--- config.mk ---
export PLATFORM = sky130hd
export DESIGN_NAME = amm_lane
export DESIGN_NICKNAME = d
export VERILOG_FILES = /design/src/hw/rtl/amm_pkg.sv /design/src/hw/rtl/amm_lane.sv
export SDC_FILE = /design/constraint.sdc
export NUM_CORES = 2
export LEC_CHECK = 0
export ABC_AREA = 0
export BUFFER_PORTS_ARGS = -buffer_cell sky130_fd_sc_hd__clkbuf_2
export CORE_UTILIZATION = 55
export DETAILED_ROUTE_END_ITERATION = 7
export PLACE_DENSITY = 0.69
export SETUP_SLACK_MARGIN = 0.1
export SLEW_MARGIN = 40
export SYNTH_ARGS = -nofsm -noshare
export SYNTH_HDL_FRONTEND = slang
export SYNTH_SLANG_ARGS = --single-unit
--- constraint.sdc ---
create_clock -name clk -period 20.3 [get_ports clk]
set_input_delay 3.045 -clock clk [delete_from_list [all_inputs] [get_ports clk]]
set_output_delay 3.045 -clock clk [all_outputs]
set_load 0.005 [all_outputs]
--- src/hw/rtl/amm_pkg.sv ---
// Shared types, constants and Q1.31 arithmetic helpers for the audio matrix mixer.
// Used by every module of the mixer; depends on nothing else.
`timescale 1ns / 1ps

package amm_pkg;

	localparam int SAMPLE_W     = 32;
	localparam int MAX_CH       = 6;
	localparam int CH_IDX_W     = 3;
	localparam int MODE_W       = 3;
	localparam int CFG_IDX_W    = 2;
	localparam int IN_CH_DEF    = 6;
	localparam int OUT_CH_DEF   = 6;

	localparam logic signed [SAMPLE_W-1:0] DEFAULT_GAIN = 32'sh7FFF_FFFF;
	localparam logic signed [SAMPLE_W-1:0] Q31_MAX      = 32'sh7FFF_FFFF;
	localparam logic signed [SAMPLE_W-1:0] Q31_MIN      = 32'sh8000_0000;

	localparam logic [MODE_W-1:0] MODE_MAX       = 3'd4;
	localparam logic [MODE_W-1:0] RST_OUTPUT_MODE = 3'd1;

	localparam logic OP_FRAME = 1'b0;
	localparam logic OP_GAIN  = 1'b1;

	localparam logic [CFG_IDX_W-1:0] REG_MIX_ENABLE  = 2'd0;
	localparam logic [CFG_IDX_W-1:0] REG_OUTPUT_MODE = 2'd1;
	localparam logic [CFG_IDX_W-1:0] REG_MASTER_GAIN = 2'd2;

	typedef struct packed {
		logic                       op;
		logic signed [SAMPLE_W-1:0] in_ch0;
		logic signed [SAMPLE_W-1:0] in_ch1;
		logic signed [SAMPLE_W-1:0] in_ch2;
		logic signed [SAMPLE_W-1:0] in_ch3;
		logic signed [SAMPLE_W-1:0] in_ch4;
		logic signed [SAMPLE_W-1:0] in_ch5;
		logic [CH_IDX_W-1:0]        gain_row;
		logic [CH_IDX_W-1:0]        gain_col;
		logic signed [SAMPLE_W-1:0] gain_value;
	} in_item_t;

	typedef struct packed {
		logic signed [SAMPLE_W-1:0] out_ch0;
		logic signed [SAMPLE_W-1:0] out_ch1;
		logic signed [SAMPLE_W-1:0] out_ch2;
		logic signed [SAMPLE_W-1:0] out_ch3;
		logic signed [SAMPLE_W-1:0] out_ch4;
		logic signed [SAMPLE_W-1:0] out_ch5;
		logic [CH_IDX_W-1:0]        active_outputs;
	} out_item_t;

	typedef enum logic [2:0] {
		ST_IDLE,
		ST_MAC,
		ST_DRAIN,
		ST_FINAL,
		ST_ROUND
	} state_t;

	// Per-cycle controls broadcast from the sequencer to the lanes and merge stage.
	typedef struct packed {
		logic gain_wr;
		logic frame_load;
		logic mul_en;
		logic mul_final;
		logic acc_clr;
		logic acc_en;
		logic capture;
	} lane_ctrl_t;

	// Active output count for a speaker layout; unused codes act as the widest layout.
	function automatic logic [CH_IDX_W-1:0] mode_count(input logic [MODE_W-1:0] mode);
		logic [CH_IDX_W-1:0] n;
		unique case (mode)
			3'd0:    n = 3'd2;
			3'd1:    n = 3'd4;
			3'd2:    n = 3'd5;
			3'd3:    n = 3'd5;
			default: n = 3'd6;
		endcase
		return n;
	endfunction

	// Full product shifted down by 31 (floor), saturated to Q1.31.
	function automatic logic signed [SAMPLE_W-1:0] q31_round(
		input logic signed [2*SAMPLE_W-1:0] p
	);
		logic [SAMPLE_W:0] t;
		logic signed [SAMPLE_W-1:0] r;
		t = p[2*SAMPLE_W-1:SAMPLE_W-1];
		if (t[SAMPLE_W] != t[SAMPLE_W-1]) begin
			r = t[SAMPLE_W] ? Q31_MIN : Q31_MAX;
		end else begin
			r = t[SAMPLE_W-1:0];
		end
		return r;
	endfunction

	function automatic logic signed [SAMPLE_W-1:0] q31_sat_add(
		input logic signed [SAMPLE_W-1:0] a,
		input logic signed [SAMPLE_W-1:0] b
	);
		logic [SAMPLE_W:0] s;
		logic signed [SAMPLE_W-1:0] r;
		s = {a[SAMPLE_W-1], a} + {b[SAMPLE_W-1], b};
		if (s[SAMPLE_W] != s[SAMPLE_W-1]) begin
			r = s[SAMPLE_W] ? Q31_MIN : Q31_MAX;
		end else begin
			r = s[SAMPLE_W-1:0];
		end
		return r;
	endfunction

endpackage

--- src/hw/rtl/amm_lane.sv ---
// One output-channel lane of the audio matrix mixer: its gain column and a MAC unit.
// Depends on amm_pkg for the control struct and Q1.31 helpers.
`timescale 1ns / 1ps

module amm_lane #(
	parameter int IN_CHANNELS = amm_pkg::IN_CH_DEF,
	parameter int LANE        = 0,
	localparam int IDX_W = (IN_CHANNELS > 1) ? $clog2(IN_CHANNELS) : 1
) (
	input  logic                                 clk,
	input  logic                                 arst_n,
	input  amm_pkg::lane_ctrl_t                  ctrl,
	input  logic [IDX_W-1:0]                     idx,
	input  logic [amm_pkg::CH_IDX_W-1:0]         wr_row,
	input  logic [amm_pkg::CH_IDX_W-1:0]         wr_col,
	input  logic signed [amm_pkg::SAMPLE_W-1:0]  wr_data,
	input  logic signed [amm_pkg::SAMPLE_W-1:0]  x_sel,
	input  logic signed [amm_pkg::SAMPLE_W-1:0]  master_gain,
	output logic signed [amm_pkg::SAMPLE_W-1:0]  res
);

	logic signed [amm_pkg::SAMPLE_W-1:0]   gain_q [IN_CHANNELS];
	logic signed [amm_pkg::SAMPLE_W-1:0]   acc_q;
	logic signed [2*amm_pkg::SAMPLE_W-1:0] prod_s1;
	logic signed [amm_pkg::SAMPLE_W-1:0]   mul_a, mul_b, prod_q31;
	logic                                  wr_hit;

	assign wr_hit = ctrl.gain_wr
		&& (wr_col == amm_pkg::CH_IDX_W'(LANE))
		&& (wr_row < amm_pkg::CH_IDX_W'(IN_CHANNELS));

	always_ff @(posedge clk or negedge arst_n) begin
		if (!arst_n) begin
			for (int i = 0; i < IN_CHANNELS; i++) begin
				gain_q[i] <= amm_pkg::DEFAULT_GAIN;
			end
		end else if (wr_hit) begin
			gain_q[wr_row[IDX_W-1:0]] <= wr_data;
		end
	end

	// The last multiply of a frame scales the column sum by the master gain.
	assign mul_a    = ctrl.mul_final ? acc_q : gain_q[idx];
	assign mul_b    = ctrl.mul_final ? master_gain : x_sel;
	assign prod_q31 = amm_pkg::q31_round(prod_s1);

	always_ff @(posedge clk) begin
		if (ctrl.mul_en) begin
			prod_s1 <= mul_a * mul_b;
		end
		if (ctrl.acc_clr) begin
			acc_q <= '0;
		end else if (ctrl.acc_en) begin
			acc_q <= amm_pkg::q31_sat_add(acc_q, prod_q31);
		end
	end

	assign res = prod_q31;

endmodule

==> impl_metrics.env <==
export IMPL_status="completed"
export IMPL_ys_ff_latch=257
export IMPL_min_path_cells=1
export IMPL_reg2reg_from="gain_q[127]"
export IMPL_synth_fp_nets=6294
export IMPL_cts_tree="done"
export IMPL_reg2reg_depth=31
export IMPL_synthAdderAreaFrac=0.508
export IMPL_grt_total_usage=0.341
export IMPL_hold_violations=0
export IMPL_postCtsSetupRepairBufs=0
export IMPL_yosys_area_share_simple=0.104
export IMPL_dieWidth_microns=299
export IMPL_drt_wirelength_per_cell_microns=24.0
export IMPL_synth_xor_area_frac=0.0139
export IMPL_drt_vias_per_instance=5.85
export IMPL_grt_overflow=0
export IMPL_r2r_slack_ns=10.07
export IMPL_fp_dieArea_sq_um=89300
export IMPL_path_max_fanout=48
export IMPL_yosys_warnings=0
export IMPL_dp_hpwl_mm=110
export IMPL_drc=0
export IMPL_ctsHoldBuffers=0
export IMPL_crit_path_max_incr_delay_ns=0.93
export IMPL_num_rows=108
export IMPL_clock_tree_root_cell="clkbuf_16"
export IMPL_cp_end_kind="flip-flop"
export IMPL_synthCells=4884
export IMPL_cp_slowest_cell="fa_1"
export IMPL_r2r_end="prod_s1[62]"
export IMPL_synth_compound_area_frac=0.0481
export IMPL_htree_num_levels=1
export IMPL_io_pins=146
export IMPL_fin_setup_tns_ns=0
export IMPL_crit_type="in -> reg"
export IMPL_postSynthAreaPerCell_sq_um=9.93
export IMPL_min_path_type="reg -> reg"
export IMPL_ys_types=70
export IMPL_synth_edf_count=33
export IMPL_final_setup_skew_ns=0.0262
export IMPL_numClockSinks=257
export IMPL_drtIter0Drc=2898
export IMPL_vias=35600
export IMPL_synth_ff_type="dfstp_2"
export IMPL_fin_crit_sh=0.674
export IMPL_slew_limit_headroom=0.406
export IMPL_drive_above_1_share=0.165
export IMPL_crit_required_ns=20.60
export IMPL_routed_wl_mm=146
export IMPL_fin_nets=6328
export IMPL_maxSlewViolCount=0
export IMPL_cts_resized=0
export IMPL_cts_path_max_buffers=3
export IMPL_syn_area_sq_um=48500
export IMPL_gp_congestion=0.968
export IMPL_clk_pin_slew_ns=0.06
export IMPL_die_y_microns=299
export IMPL_rsz0062_at_grt="false"
export IMPL_start_util=0.557
export IMPL_crit_top_cell="fa_1"
export IMPL_grt_pass1_vias=38200
export IMPL_synth_top_family_by_area="adder cells"
export IMPL_hold_end="gain_q[95]"
export IMPL_setup_violations=0
export IMPL_grt_max_degree=108
export IMPL_fmax_ghz=0.0731
export IMPL_worstPathArrival_ns=13.98
export IMPL_antenna_left=0
export IMPL_ys_seq_area_frac=0.138
export IMPL_syn_to_final_growth_pct=7.01
export IMPL_start_kind="primary input"
export IMPL_port_buffers=143
export IMPL_antenna_cells=0
export IMPL_synth_mux_area_fraction=0.0924
export IMPL_final_cell_mix="1082 x fa_1, 998 x inv_1, 580 x nor2_1, 566 x nand2_1, 254 x mux2_2"
export IMPL_core_area_sq_um=87000
export IMPL_cts_buffers=29
export IMPL_antenna_found_initial=2
export IMPL_dr_pass1_iters=8
export IMPL_maxCapViolations=0
export IMPL_period_needed_ns=13.68
export IMPL_async_flop_share=0.747
export IMPL_hp_start="gain_q[95]"
export IMPL_worst_slew_pin_slew_ns=0.891
export IMPL_clkLatencyLatePin_ns=0.56
export IMPL_final_common_cell="fa_1"
export IMPL_grt_pass1_wl_mm=228
-- state kept, by name (all words and copies together), names as in the netlist --
signal / cells
prod_s1: 33
acc_q: 32
gain_q: 192
-- metal layers --
| metal | up-vias | track usage | share of wire |
|---|---|---|---|
| met5 | - | 0 | 0.00016 |
| met4 | 2 | 0.153 | 0.055 |
| met3 | 408 | 0.0904 | 0.11 |
| met2 | 1826 | 0.536 | 0.46 |
| met1 | 18500 | 0.444 | 0.37 |
| li1 | 14900 | - | - |
-- Yosys cell counts, drive strengths merged (9+ instances only) --
library cell / instances / share of area
buf: 36 / 0.0033
nor2: 582 / 0.045
xor2: 32 / 0.0059
dfxtp: 32 / 0.013
dfstp: 186 / 0.10
a21o: 89 / 0.014
a21oi: 89 / 0.0093
clkbuf: 191 / 0.015
a211oi: 37 / 0.0057
fa: 1082 / 0.45
nor3: 15 / 0.0017
mux2: 254 / 0.059
inv: 998 / 0.077
mux2i: 90 / 0.019
nand4: 19 / 0.0025
mux4: 32 / 0.015
o21bai: 9 / 0.0014
and3: 9 / 0.0012
maj3: 31 / 0.0064
ha: 214 / 0.055
nand2b: 11 / 0.0014
nand3: 15 / 0.0015
o21ai: 71 / 0.0074
edfxtp: 33 / 0.020
and2: 10 / 0.0013
o21a: 11 / 0.0017
nor2b: 9 / 0.0012
xnor2: 44 / 0.0079
nand2: 566 / 0.044
-- through the flow --
stage | utilization | hold slack, ns | cell area, sq um | setup slack (ns) | cells
3_5_place_dp | 0.585 | 0.491 | 50900 | 6.06 | 6041
6_report | 0.596 | 0.505 | 51900 | 6.62 | 6093
2_1_floorplan | - | 0.474 | 48500 | 7.86 | 4884
4_1_cts | 0.596 | 0.505 | 51900 | 6.59 | 6092
5_1_grt | 0.596 | 0.525 | 51900 | 6.13 | 6093
3_3_place_gp | 0.584 | 0.485 | 50800 | 5.97 | 6038
-- cells by family (layout without fill, tap and decap cells) --
logic type / count (synthesis) / count (layout)
AND/OR/NAND/NOR: 1268 / 1268
buffers and inverters: 1225 / 1279
adder cells (fa/ha/maj): 1327 / 1327
multiplexers: 376 / 376
AO/OA/AOI/OAI: 355 / 355
XOR/XNOR: 76 / 76
flip-flops: 257 / 257
-- worst max path at each step --
stage	start	to	slack (ns)	depth (start not counted)
after floorplan	idx[0]	prod_s1[62]	7.86	33
after global placement	ctrl[3]	prod_s1[62]	5.97	30
after detailed placement	ctrl[3]	prod_s1[62]	6.06	31
after CTS	ctrl[3]	prod_s1[62]	6.59	31
after global routing	ctrl[3]	prod_s1[62]	6.13	31
final	ctrl[3]	prod_s1[62]	6.62	31
-- worst max-delay path: cells and delay by family --
| kind | cells | cell delay [ns] |
|---|---|---|
| buf+inv | 10 | 3.12 |
| compound gates | 9 | 1.67 |
| xor+xnor | 1 | 0.16 |
| fa+ha+maj | 9 | 4.83 |
| simple gates | 1 | 0.26 |
| mux | 1 | 0.77 |
-- area by class of cell --
| class | instances | area, sq um |
|---|---|---|
| clock buffers | 40 | 827 |
| clock inverters | 11 | 146 |
| fillers | 7442 | 35100 |
| inverters | 998 | 3750 |
| multi-input cells | 3402 | 37600 |
| flip-flops and latches | 257 | 6670 |
| well taps | 1155 | 1450 |
| repair buffers | 230 | 1430 |
Power is not shown: default switching activity piles up to over one toggle a cycle in this logic, so the estimate is an artifact.
