### config.mk
export PLATFORM = sky130hd
export DESIGN_NAME = amm_merge
export DESIGN_NICKNAME = d
export VERILOG_FILES = /design/src/hw/rtl/amm_pkg.sv /design/src/hw/rtl/amm_merge.sv
export SDC_FILE = /design/constraint.sdc
export NUM_CORES = 1
export LEC_CHECK = 0
export BUFFER_PORTS_ARGS = -buffer_cell sky130_fd_sc_hd__buf_2
export CAP_MARGIN = 25
export CORE_AREA = 8 8 226 228
export CTS_BUF_LIST = sky130_fd_sc_hd__clkbuf_4
export CTS_CLUSTER_SIZE = 16
export DETAILED_ROUTE_END_ITERATION = 8
export DIE_AREA = 0 0 234 236
export PLACE_DENSITY = 0.41
export SKIP_LAST_GASP = 1
export SLEW_MARGIN = 20
export SYNTH_ARGS = -nofsm -noshare
export SYNTH_HDL_FRONTEND = slang
export SYNTH_SLANG_ARGS = --single-unit
export TNS_END_PERCENT = 30
### constraint.sdc
create_clock -name clk -period 1.7 [get_ports clk]
set_input_delay 0.17 -clock clk [delete_from_list [all_inputs] [get_ports clk]]
set_output_delay 0.17 -clock clk [all_outputs]
set_load 0.03 [all_outputs]
### src/hw/rtl/amm_pkg.sv
// Shared types, constants and Q1.31 arithmetic helpers for the audio matrix mixer.
// Used by every module of the mixer; depends on nothing else.
`timescale 1ns / 1ps

package amm_pkg;

	localparam int SAMPLE_W     = 32;
	localparam int MAX_CH       = 6;
	localparam int CH_IDX_W     = 3;
	localparam int MODE_W       = 3;
	localparam int CFG_IDX_W    = 2;
	localparam int IN_CH_DEF    = 6;
	localparam int OUT_CH_DEF   = 6;

	localparam logic signed [SAMPLE_W-1:0] DEFAULT_GAIN = 32'sh7FFF_FFFF;
	localparam logic signed [SAMPLE_W-1:0] Q31_MAX      = 32'sh7FFF_FFFF;
	localparam logic signed [SAMPLE_W-1:0] Q31_MIN      = 32'sh8000_0000;

	localparam logic [MODE_W-1:0] MODE_MAX       = 3'd4;
	localparam logic [MODE_W-1:0] RST_OUTPUT_MODE = 3'd1;

	localparam logic OP_FRAME = 1'b0;
	localparam logic OP_GAIN  = 1'b1;

	localparam logic [CFG_IDX_W-1:0] REG_MIX_ENABLE  = 2'd0;
	localparam logic [CFG_IDX_W-1:0] REG_OUTPUT_MODE = 2'd1;
	localparam logic [CFG_IDX_W-1:0] REG_MASTER_GAIN = 2'd2;

	typedef struct packed {
		logic                       op;
		logic signed [SAMPLE_W-1:0] in_ch0;
		logic signed [SAMPLE_W-1:0] in_ch1;
		logic signed [SAMPLE_W-1:0] in_ch2;
		logic signed [SAMPLE_W-1:0] in_ch3;
		logic signed [SAMPLE_W-1:0] in_ch4;
		logic signed [SAMPLE_W-1:0] in_ch5;
		logic [CH_IDX_W-1:0]        gain_row;
		logic [CH_IDX_W-1:0]        gain_col;
		logic signed [SAMPLE_W-1:0] gain_value;
	} in_item_t;

	typedef struct packed {
		logic signed [SAMPLE_W-1:0] out_ch0;
		logic signed [SAMPLE_W-1:0] out_ch1;
		logic signed [SAMPLE_W-1:0] out_ch2;
		logic signed [SAMPLE_W-1:0] out_ch3;
		logic signed [SAMPLE_W-1:0] out_ch4;
		logic signed [SAMPLE_W-1:0] out_ch5;
		logic [CH_IDX_W-1:0]        active_outputs;
	} out_item_t;

	typedef enum logic [2:0] {
		ST_IDLE,
		ST_MAC,
		ST_DRAIN,
		ST_FINAL,
		ST_ROUND
	} state_t;

	// Per-cycle controls broadcast from the sequencer to the lanes and merge stage.
	typedef struct packed {
		logic gain_wr;
		logic frame_load;
		logic mul_en;
		logic mul_final;
		logic acc_clr;
		logic acc_en;
		logic capture;
	} lane_ctrl_t;

	// Active output count for a speaker layout; unused codes act as the widest layout.
	function automatic logic [CH_IDX_W-1:0] mode_count(input logic [MODE_W-1:0] mode);
		logic [CH_IDX_W-1:0] n;
		unique case (mode)
			3'd0:    n = 3'd2;
			3'd1:    n = 3'd4;
			3'd2:    n = 3'd5;
			3'd3:    n = 3'd5;
			default: n = 3'd6;
		endcase
		return n;
	endfunction

	// Full product shifted down by 31 (floor), saturated to Q1.31.
	function automatic logic signed [SAMPLE_W-1:0] q31_round(
		input logic signed [2*SAMPLE_W-1:0] p
	);
		logic [SAMPLE_W:0] t;
		logic signed [SAMPLE_W-1:0] r;
		t = p[2*SAMPLE_W-1:SAMPLE_W-1];
		if (t[SAMPLE_W] != t[SAMPLE_W-1]) begin
			r = t[SAMPLE_W] ? Q31_MIN : Q31_MAX;
		end else begin
			r = t[SAMPLE_W-1:0];
		end
		return r;
	endfunction

	function automatic logic signed [SAMPLE_W-1:0] q31_sat_add(
		input logic signed [SAMPLE_W-1:0] a,
		input logic signed [SAMPLE_W-1:0] b
	);
		logic [SAMPLE_W:0] s;
		logic signed [SAMPLE_W-1:0] r;
		s = {a[SAMPLE_W-1], a} + {b[SAMPLE_W-1], b};
		if (s[SAMPLE_W] != s[SAMPLE_W-1]) begin
			r = s[SAMPLE_W] ? Q31_MIN : Q31_MAX;
		end else begin
			r = s[SAMPLE_W-1:0];
		end
		return r;
	endfunction

endpackage

### src/hw/rtl/amm_merge.sv
// Merge stage of the audio matrix mixer: combines lane results, bypass and layout
// into the registered result transaction. Depends on amm_pkg.
`timescale 1ns / 1ps

module amm_merge #(
	parameter int IN_CHANNELS  = amm_pkg::IN_CH_DEF,
	parameter int OUT_CHANNELS = amm_pkg::OUT_CH_DEF
) (
	input  logic                                clk,
	input  logic                                arst_n,
	input  amm_pkg::lane_ctrl_t                 ctrl,
	input  logic                                mix_enable,
	input  logic [amm_pkg::MODE_W-1:0]          output_mode,
	input  logic signed [amm_pkg::SAMPLE_W-1:0] lane_res [OUT_CHANNELS],
	input  logic signed [amm_pkg::SAMPLE_W-1:0] x [IN_CHANNELS],
	input  logic                                out_ready,
	output logic                                out_valid,
	output amm_pkg::out_item_t                  out_data
);

	logic [amm_pkg::MODE_W-1:0]          mode_c;
	logic [amm_pkg::CH_IDX_W-1:0]        layout_cnt, active;
	logic signed [amm_pkg::SAMPLE_W-1:0] ys [amm_pkg::MAX_CH];
	logic                                out_valid_q;
	amm_pkg::out_item_t                  out_q, out_d;

	assign mode_c     = (output_mode > amm_pkg::MODE_MAX) ? amm_pkg::MODE_MAX : output_mode;
	assign layout_cnt = amm_pkg::mode_count(mode_c);
	assign active     = (layout_cnt > amm_pkg::CH_IDX_W'(OUT_CHANNELS))
		? amm_pkg::CH_IDX_W'(OUT_CHANNELS) : layout_cnt;

	for (genvar o = 0; o < amm_pkg::MAX_CH; o++) begin : g_ch
		logic signed [amm_pkg::SAMPLE_W-1:0] mix_v, byp_v;
		if (o < OUT_CHANNELS) begin : g_mix
			assign mix_v = lane_res[o];
		end else begin : g_nomix
			assign mix_v = '0;
		end
		if (o < IN_CHANNELS) begin : g_byp
			assign byp_v = x[o];
		end else begin : g_nobyp
			assign byp_v = '0;
		end
		assign ys[o] = (amm_pkg::CH_IDX_W'(o) < active) ? (mix_enable ? mix_v : byp_v) : '0;
	end

	always_comb begin
		out_d.out_ch0        = ys[0];
		out_d.out_ch1        = ys[1];
		out_d.out_ch2        = ys[2];
		out_d.out_ch3        = ys[3];
		out_d.out_ch4        = ys[4];
		out_d.out_ch5        = ys[5];
		out_d.active_outputs = active;
	end

	always_ff @(posedge clk or negedge arst_n) begin
		if (!arst_n) begin
			out_valid_q <= 1'b0;
		end else if (ctrl.capture) begin
			out_valid_q <= 1'b1;
		end else if (out_ready) begin
			out_valid_q <= 1'b0;
		end
	end

	always_ff @(posedge clk) begin
		if (ctrl.capture) begin
			out_q <= out_d;
		end
	end

	assign out_valid = out_valid_q;
	assign out_data  = out_q;

endmodule

==> flow_summary.toml, run 1 <==
[cts]
hold_buffers = 363
cts.path.max_buffers = 2
cts_htree_levels = 4
cts_setup_buffers = 0
cts_root_buf = "clkbuf_4"
cts_buffers = 17
numClockSinks = 196
post_cts_resized = 2

[status]
stop_stage = "clock tree synthesis"
status = "aborted with a tool error"
error = "[ERROR RSZ-0060] Max buffer count reached."

[place]
postPlaceCellArea_um2 = 12900
io_buffers = 587
dpl.hpwl_um = 28400
gp_congestion = 0.774

[yosys]
synth_compound_area_share_pct = 0.165
synth_edf_count = 195
synth-xor-area-share_pct = 0
synthTopCellsByArea = "edfxtp_1, mux2i_1, mux2_4"
synth_commonest_cells = "edfxtp_1, mux2i_1, nor2_1, mux2_4, nor2b_1"
synth-simple-area-share_pct = 6.34
synth_area_um2 = 9070
synth_warnings = 0
synth_fp_nets = 956
ys_ff_latch = 196
synthDistinctLibCells = 15
async_reset_ff_share_pct = 0.510
synth_top_family_by_area = "multiplexers"
synthCells = 558
yosys.area_share.adder_pct = 0
syn_area_per_cell_um2 = 16.3
yosysSeqAreaShare_pct = 64.8
yosysTopAreaCell = "edfxtp_1"
yosysMostFrequentCell = "edfxtp_1"
synth_flop_cell = "edfxtp_1"
synthMuxAreaShare_pct = 24.7
yosysTopAreaCellShare_pct = 64.5

[floorplan]
pin_count = 594
dieWidth_um = 234
rows = 80
die_h_um = 236
initial_core_util_pct = 19.2
## cell families after synthesis
family	Yosys count
buffers and inverters	37
AO/OA/AOI/OAI	2
AND/OR/NAND/NOR	131
flip-flops	196
multiplexers	192
## stage by stage
step           instances  hold WS, ns  worst slack [ns]
3_5_place_dp        1776      -0.0392             0.257
3_3_place_gp        1776      -0.0321             0.261
2_1_floorplan        558       -0.126             0.589
==> run 2: changes to the inputs <==
Settings changed: CORE_AREA 8 8 226 228 to 8 8 224 226, CTS_BUF_LIST sky130_fd_sc_hd__clkbuf_4 to unset, CTS_CLUSTER_SIZE 16 to unset, DIE_AREA 0 0 234 236 to 0 0 232 234, PLACE_DENSITY 0.41 to unset, PLACE_DENSITY_LB_ADDON set to 0.15.
==> flow_summary.toml, run 2 <==
[yosys]
synthDistinctLibCells = 15
synth_warnings = 0
synth_area_um2 = 9070
async_reset_ff_share_pct = 0.510
ys_ff_latch = 196
syn_area_per_cell_um2 = 16.3
yosysSeqAreaShare_pct = 64.8
synth_fp_nets = 956
synth_edf_count = 195
yosysTopAreaCell = "edfxtp_1"
synth_flop_cell = "edfxtp_1"
yosysMostFrequentCell = "edfxtp_1"
synthCells = 558
synth_commonest_cells = "edfxtp_1, mux2i_1, nor2_1, mux2_4, nor2b_1"
synthTopCellsByArea = "edfxtp_1, mux2i_1, mux2_4"
yosysTopAreaCellShare_pct = 64.5

[global_route]
grt_pass1_wl_um = 54600
grt_max_degree = 63
grt-ovfl-total = 0
grtUsageTotal_pct = 13.5
grt_antenna_before_repair = 7
grt_pass1_vias = 9052

[setup_path]
path_class = "in2reg"
reg2reg_slack_ns = 1.05
r2r_start = "out_valid"
critPathLaunchType = "primary input"
required_ns = 1.92
endpoint_kind = "flip-flop"
worstPathArrival_ns = 1.74
rr_worst_depth = 1
r2r-end = "out_valid"
cp_max_fo = 21

[sta]
fin_setup_tns_ns = 0
worst_pin_slew_ns = 0.638
slew_viol_final = 0
setup_viol = 0
timing.fmax_mhz = 659
finalCritPeriodShare_pct = 89.2
fin_hold_ws_ns = 0.0449
maxSlewHeadroom_pct = 57.4
grt_setup_unrepaired = "no"
final_hold_viol_count = 0
period_minus_slack_ns = 1.52
skew_ns = 0

[status]
status = "completed"

[cts]
post_cts_resized = 0
cts_htree_levels = 4
cts.path.max_buffers = 2
cts_buffers = 17
numClockSinks = 196
cts_root_buf = "clkbuf_16"
path_clk_slew_ns = 0.07
cts_tree = "yes"
insertion_delay_ns = 0.48

[layout]
final_cell_mix = "buf_2, dlygate4sd3_1, edfxtp_1, mux2i_1, nor2_1"
layout.cells.most_common = "buf_2"
drive_gt1_share_pct = 49.1
area_growth_pct = 80.5
largest_reg_flops = 195
nets = 1861

[floorplan]
dieWidth_um = 232
die_h_um = 234
die_area_um2 = 54300
pin_count = 594
coreArea_um2 = 46800
initial_core_util_pct = 19.4
rows = 80

[detailed_routing]
via_per_inst = 3.81
wl_um = 37600
drtIter0Drc = 302
wl_per_cell_um = 17.9
drc_errors = 0
via_count = 7975
dr.pass1.iters = 4
ant_nets = 0

[hold_path]
min_from = "x[115]"
hold_path_depth = 3
hold_end = "out_data[118]"
hp-class = "in2reg"

[pwr]
powerDensity_nw_per_um2 = 821
leakage_uw = 0.00754
ir_worst_vdd_mv = 0.520
fin_total_pwr_uw = 13400

[place]
dpl.hpwl_um = 29200
gp_congestion = 0.753
io_buffers = 587

[job]
cap_violations = 0
-- run 2: how the worst max path moves through the flow --
stage | slack (ns) | endpoint | start | cells after the start
final | 0.18 | out_data[132] | mix_enable | 4
after global routing | 0.19 | out_data[132] | mix_enable | 4
after floorplan | 0.59 | out_data[131] | mix_enable | 4
after detailed placement | 0.22 | out_data[112] | mix_enable | 4
after global placement | 0.22 | out_data[112] | mix_enable | 4
after CTS | 0.23 | out_data[136] | mix_enable | 4
-- run 2: worst max-delay path: stages --
cell and delay [ns]:
buf_8 0.21, buf_4 0.41, mux2_4 0.33, dlygate4sd3_1 0.57
-- run 2: layout make-up --
class                           instances  area [µm²]
Tap cell                              615         769
Inverter                                2        7.51
Multi-Input combinational cell        325        2840
Clock inverter                         15         131
Timing Repair Buffer                  921        6310
Fill cell                            4733       30500
Antenna cell                            4        10.0
Clock buffer                           17         425
Sequential cell                       196        5880
-- run 2: per-stage QoR --
step                      setup slack (ns)  area, µm²  instances  utilization (%)
final                                0.183      16400       2095             35.0
after global routing                 0.189      16400       2093             34.9
after CTS                            0.233      16400       2091             34.9
after detailed placement             0.221      12900       1766             27.5
after global placement               0.223      12900       1766             27.5
after floorplan                      0.589       9070        558                -
-- run 2: power by group --
| part | internal [µW] | switching, µW | total [µW] |
|---|---|---|---|
| Clock | 2020 | 1970 | 3990 |
| Sequential | 5840 | 102 | 5940 |
| Combinational | 1610 | 1910 | 3510 |
| Total | 9470 | 3970 | 13400 |
-- run 2: cell families after synthesis --
logic type	Yosys count	synth area share (%)
DFF	196	64.8
buffers and inverters	37	3.97
muxes	192	24.7
and+or+nand+nor	131	6.34
AOI/OAI and AO/OA	2	0.166
-- run 2: layer usage --
layer / GRT usage (%) / wire length [µm] / vias up
li1: - / - / 3877
met5: 0 / 36 / -
met4: 4.52 / 678 / 6
met1: 13.7 / 13600 / 3719
met3: 6.42 / 3620 / 36
met2: 24.3 / 19600 / 337
-- run 2: timing repair --
item,4_1_cts,5_1_grt
buffers inserted,0,0
hold endpoints to repair,155,0
hold buffers,293,0
(Power assumes the default switching activity.)
