===== src/hw/rtl/amm_pkg.sv =====
// Shared types, constants and Q1.31 arithmetic helpers for the audio matrix mixer.
// Used by every module of the mixer; depends on nothing else.
`timescale 1ns / 1ps

package amm_pkg;

	localparam int SAMPLE_W     = 32;
	localparam int MAX_CH       = 6;
	localparam int CH_IDX_W     = 3;
	localparam int MODE_W       = 3;
	localparam int CFG_IDX_W    = 2;
	localparam int IN_CH_DEF    = 6;
	localparam int OUT_CH_DEF   = 6;

	localparam logic signed [SAMPLE_W-1:0] DEFAULT_GAIN = 32'sh7FFF_FFFF;
	localparam logic signed [SAMPLE_W-1:0] Q31_MAX      = 32'sh7FFF_FFFF;
	localparam logic signed [SAMPLE_W-1:0] Q31_MIN      = 32'sh8000_0000;

	localparam logic [MODE_W-1:0] MODE_MAX       = 3'd4;
	localparam logic [MODE_W-1:0] RST_OUTPUT_MODE = 3'd1;

	localparam logic OP_FRAME = 1'b0;
	localparam logic OP_GAIN  = 1'b1;

	localparam logic [CFG_IDX_W-1:0] REG_MIX_ENABLE  = 2'd0;
	localparam logic [CFG_IDX_W-1:0] REG_OUTPUT_MODE = 2'd1;
	localparam logic [CFG_IDX_W-1:0] REG_MASTER_GAIN = 2'd2;

	typedef struct packed {
		logic                       op;
		logic signed [SAMPLE_W-1:0] in_ch0;
		logic signed [SAMPLE_W-1:0] in_ch1;
		logic signed [SAMPLE_W-1:0] in_ch2;
		logic signed [SAMPLE_W-1:0] in_ch3;
		logic signed [SAMPLE_W-1:0] in_ch4;
		logic signed [SAMPLE_W-1:0] in_ch5;
		logic [CH_IDX_W-1:0]        gain_row;
		logic [CH_IDX_W-1:0]        gain_col;
		logic signed [SAMPLE_W-1:0] gain_value;
	} in_item_t;

	typedef struct packed {
		logic signed [SAMPLE_W-1:0] out_ch0;
		logic signed [SAMPLE_W-1:0] out_ch1;
		logic signed [SAMPLE_W-1:0] out_ch2;
		logic signed [SAMPLE_W-1:0] out_ch3;
		logic signed [SAMPLE_W-1:0] out_ch4;
		logic signed [SAMPLE_W-1:0] out_ch5;
		logic [CH_IDX_W-1:0]        active_outputs;
	} out_item_t;

	typedef enum logic [2:0] {
		ST_IDLE,
		ST_MAC,
		ST_DRAIN,
		ST_FINAL,
		ST_ROUND
	} state_t;

	// Per-cycle controls broadcast from the sequencer to the lanes and merge stage.
	typedef struct packed {
		logic gain_wr;
		logic frame_load;
		logic mul_en;
		logic mul_final;
		logic acc_clr;
		logic acc_en;
		logic capture;
	} lane_ctrl_t;

	// Active output count for a speaker layout; unused codes act as the widest layout.
	function automatic logic [CH_IDX_W-1:0] mode_count(input logic [MODE_W-1:0] mode);
		logic [CH_IDX_W-1:0] n;
		unique case (mode)
			3'd0:    n = 3'd2;
			3'd1:    n = 3'd4;
			3'd2:    n = 3'd5;
			3'd3:    n = 3'd5;
			default: n = 3'd6;
		endcase
		return n;
	endfunction

	// Full product shifted down by 31 (floor), saturated to Q1.31.
	function automatic logic signed [SAMPLE_W-1:0] q31_round(
		input logic signed [2*SAMPLE_W-1:0] p
	);
		logic [SAMPLE_W:0] t;
		logic signed [SAMPLE_W-1:0] r;
		t = p[2*SAMPLE_W-1:SAMPLE_W-1];
		if (t[SAMPLE_W] != t[SAMPLE_W-1]) begin
			r = t[SAMPLE_W] ? Q31_MIN : Q31_MAX;
		end else begin
			r = t[SAMPLE_W-1:0];
		end
		return r;
	endfunction

	function automatic logic signed [SAMPLE_W-1:0] q31_sat_add(
		input logic signed [SAMPLE_W-1:0] a,
		input logic signed [SAMPLE_W-1:0] b
	);
		logic [SAMPLE_W:0] s;
		logic signed [SAMPLE_W-1:0] r;
		s = {a[SAMPLE_W-1], a} + {b[SAMPLE_W-1], b};
		if (s[SAMPLE_W] != s[SAMPLE_W-1]) begin
			r = s[SAMPLE_W] ? Q31_MIN : Q31_MAX;
		end else begin
			r = s[SAMPLE_W-1:0];
		end
		return r;
	endfunction

endpackage


===== src/hw/rtl/amm_ctrl.sv =====
// Frame sequencer of the audio matrix mixer: steps all lanes through the inputs and strobes gain writes.
// Depends on amm_pkg for the state type and the lane control struct.
`timescale 1ns / 1ps

module amm_ctrl #(
	parameter int IN_CHANNELS = amm_pkg::IN_CH_DEF,
	localparam int IDX_W = (IN_CHANNELS > 1) ? $clog2(IN_CHANNELS) : 1
) (
	input  logic                clk,
	input  logic                arst_n,
	input  logic                in_valid,
	input  logic                in_op,
	output logic                in_ready,
	input  logic                out_valid,
	input  logic                out_ready,
	output amm_pkg::lane_ctrl_t ctrl,
	output logic [IDX_W-1:0]    idx
);

	amm_pkg::state_t state_q, state_d;
	logic [IDX_W-1:0] cnt_q, cnt_d;

	always_ff @(posedge clk or negedge arst_n) begin
		if (!arst_n) begin
			state_q <= amm_pkg::ST_IDLE;
			cnt_q   <= '0;
		end else begin
			state_q <= state_d;
			cnt_q   <= cnt_d;
		end
	end

	always_comb begin
		state_d  = state_q;
		cnt_d    = cnt_q;
		in_ready = 1'b0;
		ctrl     = '0;
		unique case (state_q)
			amm_pkg::ST_IDLE: begin
				in_ready = 1'b1;
				if (in_valid) begin
					if (in_op == amm_pkg::OP_GAIN) begin
						ctrl.gain_wr = 1'b1;
					end else begin
						ctrl.frame_load = 1'b1;
						ctrl.acc_clr    = 1'b1;
						cnt_d           = '0;
						state_d         = amm_pkg::ST_MAC;
					end
				end
			end
			amm_pkg::ST_MAC: begin
				// The product of the previous input is folded in while the next one multiplies.
				ctrl.mul_en = 1'b1;
				ctrl.acc_en = (cnt_q != '0);
				if (cnt_q == IDX_W'(IN_CHANNELS - 1)) begin
					state_d = amm_pkg::ST_DRAIN;
				end else begin
					cnt_d = cnt_q + 1'b1;
				end
			end
			amm_pkg::ST_DRAIN: begin
				ctrl.acc_en = 1'b1;
				state_d     = amm_pkg::ST_FINAL;
			end
			amm_pkg::ST_FINAL: begin
				ctrl.mul_en    = 1'b1;
				ctrl.mul_final = 1'b1;
				state_d        = amm_pkg::ST_ROUND;
			end
			amm_pkg::ST_ROUND: begin
				if (!out_valid || out_ready) begin
					ctrl.capture = 1'b1;
					state_d      = amm_pkg::ST_IDLE;
				end
			end
			default: begin
				state_d = amm_pkg::ST_IDLE;
			end
		endcase
	end

	assign idx = cnt_q;

endmodule


===== config.mk =====
export PLATFORM = sky130hd
export DESIGN_NAME = amm_ctrl
export DESIGN_NICKNAME = d
export VERILOG_FILES = /design/src/hw/rtl/amm_pkg.sv /design/src/hw/rtl/amm_ctrl.sv
export SDC_FILE = /design/constraint.sdc
export NUM_CORES = 1
export LEC_CHECK = 0
export BUFFER_PORTS_ARGS = -buffer_cell sky130_fd_sc_hd__buf_2
export CAP_MARGIN = 10
export CORE_AREA = 2 2 39 41
export DETAILED_ROUTE_END_ITERATION = 8
export DIE_AREA = 0 0 41 43
export HOLD_SLACK_MARGIN = 0.02
export PLACE_DENSITY = 0.59
export SETUP_SLACK_MARGIN = 0.3
export SLEW_MARGIN = 10
export SYNTH_ARGS = -nofsm -noshare
export SYNTH_HDL_FRONTEND = slang
export SYNTH_SLANG_ARGS = --single-unit

===== constraint.sdc =====
create_clock -name clk -period 4.2 [get_ports clk]
set_clock_uncertainty 0.05 [all_clocks]
set_input_delay 1.05 -clock clk [delete_from_list [all_inputs] [get_ports clk]]
set_output_delay 1.05 -clock clk [all_outputs]
set_load 0.02 [all_outputs]

==> results.md, run 1 <==
Clock tree:
- Once the clock tree was built, the resizer swapped 0 gates to a different size.
- The H-tree level count is 1.
- The clock edge transition at the registers on the reported setup and hold paths is about 0.050 ns.
- The library cell used as clock root buffer is clkbuf_4.
- The CTS tree is yes.
- The clock latency reported for the late side of the worst-skew pair is ~0.24 ns.
- In this run the deepest clock path goes through 2 buffers.
- The number of buffers added for setup after CTS is 0.
- The total clock buffers created by CTS is 3.
- Buffers inserted to repair hold after CTS numbered 0.
- Counting every sink on the clock net gives 6.

Routing:
- The final route contains around 380 vias.
- The detailed router finished its first iteration with 3 violations.
- For this run, design rule violations remaining after detail routing come to 0.
- Dividing the detail-routed wire length by the instance count gives approximately 10 microns.
- Once detail routing completed, the nets flagged for antenna violations numbered 0.
- The first detailed-routing pass took 4 iterations.
- The number of vias per cell after detailed routing is 4.81.
- The aggregate routed wire length is 812 microns.

Global routing:
- The via count of the first global-routing pass was 322.
- The pin count of the biggest net entering global routing is 10.
- The first global-routing pass estimated 1310 microns of wire.
- In the global route stage, overall resource usage came out at 11.4%.
- The total global routing overflow is 0.
- The initial antenna violation count came to 0.

Placed design:
- The placed wire-length estimate is 620 microns.
- The routability congestion estimate from global placement is between 0.6 and 0.7.
- Prior to clock tree synthesis, the placed netlist has a worst setup slack of 1.50 ns.
- The count of buffers inserted at the top-level ports is 16.
- The placed instance area is 502 sq um.

Floorplan:
- After floorplanning, the core was divided into 14 placement rows.
- The top-level I/O count is 17.
- The total die area is 0.00176 sq mm.
- The initial core utilization is a little over 30%.
- The area of the placeable core is between 0.001 and 0.0015 sq mm.
- The vertical extent of the die is 43 microns.
- The die width is 41 microns.

Timing:
- The clock period minus worst slack is 2.70 ns.
- At the pin with the least slew margin, the transition time is 0.314 ns.
- The final-report max-slew violation count is 0.
- Hold timing on the final database bottoms out at a slack of 0.509 ns.
- The minimum setup slack in the final design is roughly 1.5 ns.
- The setup TNS is 0 ns.
- The peak clock frequency supported by timing is between 0.3 and 0.4 GHz.
- Dividing the final minimum period by the clock period gives 64.2%.
- The worst slew margin relative to its limit is 79.0%.
- Setup repair after global routing left no endpoint under its margin.
- The final-report hold violation count was 0.
- The number of setup violations in the final report is 0.

Logic synthesis:
- The synthesized netlist contains 26 unique library cells.
- The total nets after synthesis is 54.
- After Yosys synthesis, full adders, half adders and majority gates account for 8.93% of the synthesized area.
- The compound-gate portion of the synthesized area is 14.9%.
- The share of cell area taken by muxes after synthesis is between 2 and 2.5%.
- Of the total synthesized cell area, the portion taken by XOR and XNOR cells is 0%.
- The sequential-to-total area share from yosys stat is between 30% and 40%.
- The simple-gate share of the synthesized area is 29.2%.
- After synthesis, the largest family of logic cells by area is simple AND/OR/NAND/NOR gates.
- After synthesis the cells add up to 420 sq um.
- The number of instances in the synthesized netlist is 45.
- The mean instance size in the synthesized netlist is approximately 9.3 sq um.
- The flip-flop and latch count after synthesis is 6.
- The number of warnings reported in the yosys synthesis log is 0.

Final layout:
- The post-route netlist has 33.9% of its cells at a drive strength greater than 1.
- The library cells used most frequently in the layout, excluding fill and tap cells, are buf_2 (16), dfrtp_1 (6), inv_1 (5).
- The total inserted antenna cells is 0.
- The layout-stage area growth over the synthesis result is 24.7%.
- After the last flow step, the layout net total stands at 73.
- After routing the design area is roughly 520 sq um.
- The leading cell type in the layout, fill and taps excluded is buf_2.

Setup path:
- The critical path is of the in2out type.
- The worst setup path is launched from an input port.
- The category of the worst setup path capture point is a primary output.
- The largest fanout on the critical path is 3.
- The required time of the critical path is about 3.1 ns.
- The data arrival time at the worst-slack endpoint is 1.60 ns.

Hold path:
- The worst hold path belongs to the class reg2reg.

Pwr:
- Overall power consumption after layout is estimated at ~430 uW.
- The analysis attributes to cell leakage a power of approximately 0.3 nW.
- The ratio of total power to cell area is 828 mW/mm^2.
- VDD sags by at most 0.000307 V.

Flow run:
- Across the run, the number of max-cap violations was 0.

Status:
- The flow ran to the end, and the final reports show no timing, DRC or antenna violations.
[routing by layer]
layer / vias up / global-route usage (%) / part of all wire [%]
met1: 172 / 14.6 / 47
met4: 0 / 2.00 / 0
met2: 13 / 15.6 / 46
met3: 0 / 7.85 / 7.5
met5: - / 0 / 0
li1: 190 / - / -
[through the flow]
| step | utilization, % | cells |
|---|---|---|
| after floorplan | - | 45 |
| after global placement | 36.3 | 75 |
| after detailed placement | 36.3 | 75 |
| after CTS | 37.9 | 78 |
| after global routing | 37.9 | 78 |
| final | 37.9 | 78 |
[critical path: stages]
cell      delay [ns]
buf_2           0.10
nand2b_1        0.16
nor2_1          0.11
buf_2           0.17
[cells in the mapped netlist]
library cell  n  share of area (%)
and3_1        1                1.5
mux2i_1       1                2.4
nor2_1        2                1.8
or2b_1        1                1.8
o211ai_2      1                3.0
nand2_1       3                2.7
a221oi_1      1                2.1
and2b_1       1                1.8
a21oi_1       1                1.2
or3_1         1                1.5
o21ai_0       2                2.4
nor2b_1       3                4.5
o31ai_1       1                1.8
nand3_1       2                2.4
and2_1        1                1.5
inv_1         5                4.5
nor3b_2       1                3.0
or3b_1        1                2.1
ha_1          3                8.9
o2bb2ai_1     1                2.1
buf_4         1                1.8
dfrtp_1       6                 36
or4_1         1                1.8
a41o_1        1                2.4
buf_6         1                2.7
nand2b_1      2                3.0
[final cells by class]
cell class	count	area, sq um
sequential	6	150
clock buffer	3	22.5
fill	145	860
inverter	5	18.8
tap	16	20.0
multi-input combinational	32	233
timing repair buffer	16	80.1
[state kept, by name (all words and copies together), names as in the netlist]
signal,cells
idx,3
state_q,3
[power by group]
| group | internal, mW | switching (mW) | leakage [nW] |
|---|---|---|---|
| sequential | 0.0863 | 0.0397 | 0.0762 |
| clock | 0.0323 | 0.0204 | 0.0138 |
| combinational | 0.106 | 0.149 | 0.202 |
| total | 0.225 | 0.209 | 0.292 |
[kinds of logic after synthesis]
| kind of cell | Yosys count |
|---|---|
| AO/OA/AOI/OAI | 8 |
| adder cells (fa/ha/maj) | 3 |
| buffers and inverters | 7 |
| flip-flops | 6 |
| multiplexers | 1 |
| AND/OR/NAND/NOR | 20 |
[worst paths after layout]
kind                                        start                      to  slack, ns  depth (start not counted)
max                                         in_op                 ctrl[2]       1.50                          4
min in group asynchronous                  arst_n      idx[1]$_DFFE_PN0P_       0.57                          1
max in group asynchronous                  arst_n  state_q[1]$_DFFE_PN0P_       3.39                          1
min reg2reg                    idx[0]$_DFFE_PN0P_      idx[0]$_DFFE_PN0P_       0.51                          1
max reg2reg                state_q[1]$_DFFE_PN0P_      idx[1]$_DFFE_PN0P_       2.70                          3
min                            idx[0]$_DFFE_PN0P_      idx[0]$_DFFE_PN0P_       0.51                          1
No activity file was read; power rests on OpenSTA's default activity.
==> run 2, diff against run 1 <==
Settings changed: PLACE_DENSITY 0.59 to 0.61.
Clock period 4.2 ns to 2.3 ns, I/O delays scaled along.
==> run 2 against run 1 <==
Compared with the run above:
- first-iteration DRC count up 67%
- final area up 20%
- core utilization up 7.4 points
- combinational power rose to 2.6 times the previous value
- via count up 6.7%
- sequential share of layout area down 4.3 points
- die area unchanged
- power up 120%
- non-clock buffer count up 9
- clock power up 81%
- global-route usage up 1.5 points
==> results.md, run 2 (same netlist as run 1, synthesis figures left out) <==
Timing:
- The worst slew margin relative to its limit is 78.1% (-0.82 points).
- The share of the cycle needed by the critical path after routing is 87.6%.
- For this run, the top clock speed supported by timing is 0.496 GHz.
- The final-report max-slew violation count came to 0 (unchanged).
- The transition at the pin with the smallest max-transition slack is 0.326 ns (+0.0123 ns).
- The final-report hold violation count is 0 (unchanged).
- The number of setup violations in the final report is 0 (unchanged).
- The setup TNS was 0 ns (unchanged).
- Setup repair after global routing could not meet its margin everywhere.
- The clock period could shrink to 2.01 ns.

Floorplan:
- The vertical extent of the die is 43 microns (unchanged).
- The top-level I/O count is 17 (unchanged).
- The initial core utilization was 30.4% (unchanged).
- The area of the placeable core was 0.00138 sq mm (unchanged).
- The die width was 41 microns (unchanged).
- The total die area is 0.00176 sq mm (unchanged).
- The number of placement rows is 14 (unchanged).

Clock tree:
- The clock latency reported for the late side of the worst-skew pair was 0.24 ns (about the same).
- The CTS tree is yes.
- The clock edge transition at the registers on the reported setup and hold paths was 0.05 ns (about the same).
- The maximum buffer depth of the clock tree is 2 (unchanged).
- The number of clock sinks is 6 (unchanged).
- The library cell used as clock root buffer is clkbuf_4.
- The quantity of hold-fixing buffers added after cts is 0 (unchanged).
- The H-tree level count is 1 (unchanged).
- The total clock buffers created by CTS is 3 (unchanged).

Global routing:
- The pin count of the biggest net entering global routing is 10 (unchanged).
- The initial antenna violation count came to 0 (unchanged).
- The via count of the first global-routing pass was 371 (+15%).
- The total global routing overflow is 0 (unchanged).
- The global-route wire length before repair came to 1550 microns (+18%).
- The global router's overall resource usage was 12.9% (+1.5 points).

Final layout:
- The library cells used most frequently in the layout, excluding fill and tap cells, are buf_4 (12), buf_2 (11), dfrtp_1 (4).
- The proportion of layout cells with a drive suffix above 1 came to 53.5% (+20 points).
- The register area is 153 sq um (+1.7%).
- The total area of multi-input combinational cells was 245 sq um (+5.4%).
- The total inserted antenna cells is 0 (unchanged).
- Leaving out fill and tap cells, the most frequent cell in the layout is buf_4.
- The number of standard cells in the layout, taps in and fillers out was 87 (+12%).
- The number of inserted filler cells in the final layout is 139 (-4.1%).
- The layout-stage area growth over the synthesis result is 49.1%.
- The final layout net count is 82 (+12%).

Pwr:
- The worst supply voltage drop on vdd came to 0.000758 V (+150%).
- The ratio of total power to cell area is 1540 mW/mm^2 (+87%).
- The static leakage came to 0.337 nW (+15%).

Flow run:
- The total of max-cap violations came to 0 (unchanged).

Placed design:
- The count of buffers inserted at the top-level ports is 16 (unchanged).
- The routability congestion estimate from global placement is 0.735 (+7.8%).
- The number of placed instances, taps included is 75 (unchanged).
- The placed wire-length estimate is 659 microns (+6.4%).

Setup path:
- The largest fanout on the critical path is 3 (unchanged).
- The required time of the critical path was 1.67 ns (-1.43 ns).
- The critical path launch point type is a register.
- The worst setup path category is reg2out.
- STA classifies the critical path endpoint as a primary output.
- The data arrival time at the worst-slack endpoint came to 1.39 ns (-0.21 ns).

Routing:
- The remaining antenna violation count is 0 (unchanged).
- The mean routed wirelength per cell is 11.4 microns (+9.5%).
- The length of the first detailed-routing pass in iterations is 4 (unchanged).
- The aggregate routed wire length is 992 microns (+22%).
- The via count was 400 (+6.7%).
- The number of vias per cell after detailed routing is 4.60 (-4.4%).
- The post-route DRC violation count came to 0 (unchanged).
- The first-iteration detailed-routing DRC count is 5 (+2).

Status:
- The flow ran to the end, and the final reports show no timing, DRC or antenna violations.

Hold path:
- The class of the worst hold path is in2async.
## run 2: changes by cell type in the layout (fill, tap and decap cells not counted), sizes merged
cell | before | now
buf | 16 | 25
## run 2: repair_timing
action / CTS / global route
pin swaps: 2 / 1
endpoints found under the hold margin: 0 / 0
gates cloned: 0 / 0
gates resized for setup: 12 / 3
endpoints found under the setup margin: 5 / 5
setup buffers: 4 / 5
## run 2: final cells by class
cell class                      instances  share of cell area, %
Clock buffer                            3                   3.59
Inverter                                5                   2.99
Multi-Input combinational cell         32                   39.1
Sequential cell                         6                   24.4
Tap cell                               16                   3.19
Timing Repair Buffer                   25                   26.7
## run 2: path summary, 6_finish.rpt
path | start | endpoint | slack, ns | cells past startpoint
setup / recovery | state_q[0]$_DFFE_PN0P_ | ctrl[6] | 0.29 | 4
hold / removal | arst_n | state_q[0]$_DFFE_PN0P_ | 0.10 | 1
setup reg to reg | idx[0]$_DFFE_PN0P_ | idx[2]$_DFFE_PN0P_ | 0.71 | 5
hold reg to reg | state_q[2]$_DFFE_PN0P_ | state_q[0]$_DFFE_PN0P_ | 0.49 | 1
max in group asynchronous | arst_n | state_q[2]$_DFFE_PN0P_ | 1.93 | 1
min in group clk | state_q[2]$_DFFE_PN0P_ | state_q[0]$_DFFE_PN0P_ | 0.49 | 1
## run 2: routing by layer
metal  wire, microns  GRT usage [%]  vias up
met2             428           18.4       13
met5               0              0        -
met4               5           6.00        0
met3              55           3.14        2
li1                -              -      210
met1             503           17.6      175
## run 2: through the flow
step	area (sq um)	setup WS, ns	total power, mW	hold slack, ns	utilization (%)
after floorplan	423	0.367	0.581	0.229	-
after global placement	504	0.421	0.698	0.358	36.4
after detailed placement	504	0.408	0.703	0.361	36.4
after CTS	584	0.265	0.907	0.0986	42.2
after global routing	627	0.250	1.05	0.115	45.3
final	627	0.286	0.968	0.102	45.3
## run 2: power by group
group	internal (mW)	leakage (nW)	switching [mW]	total (mW)
clock network	0.0589	0.0138	0.0366	0.0955
registers	0.161	0.0734	0.0476	0.208
logic	0.321	0.250	0.344	0.665
## run 2: worst max-delay path: stages (launching register included)
cell and delay [ns]:
dfrtp_1 0.40, or3_4 0.42, inv_2 0.06, and3_1 0.15
buf_6 0.11
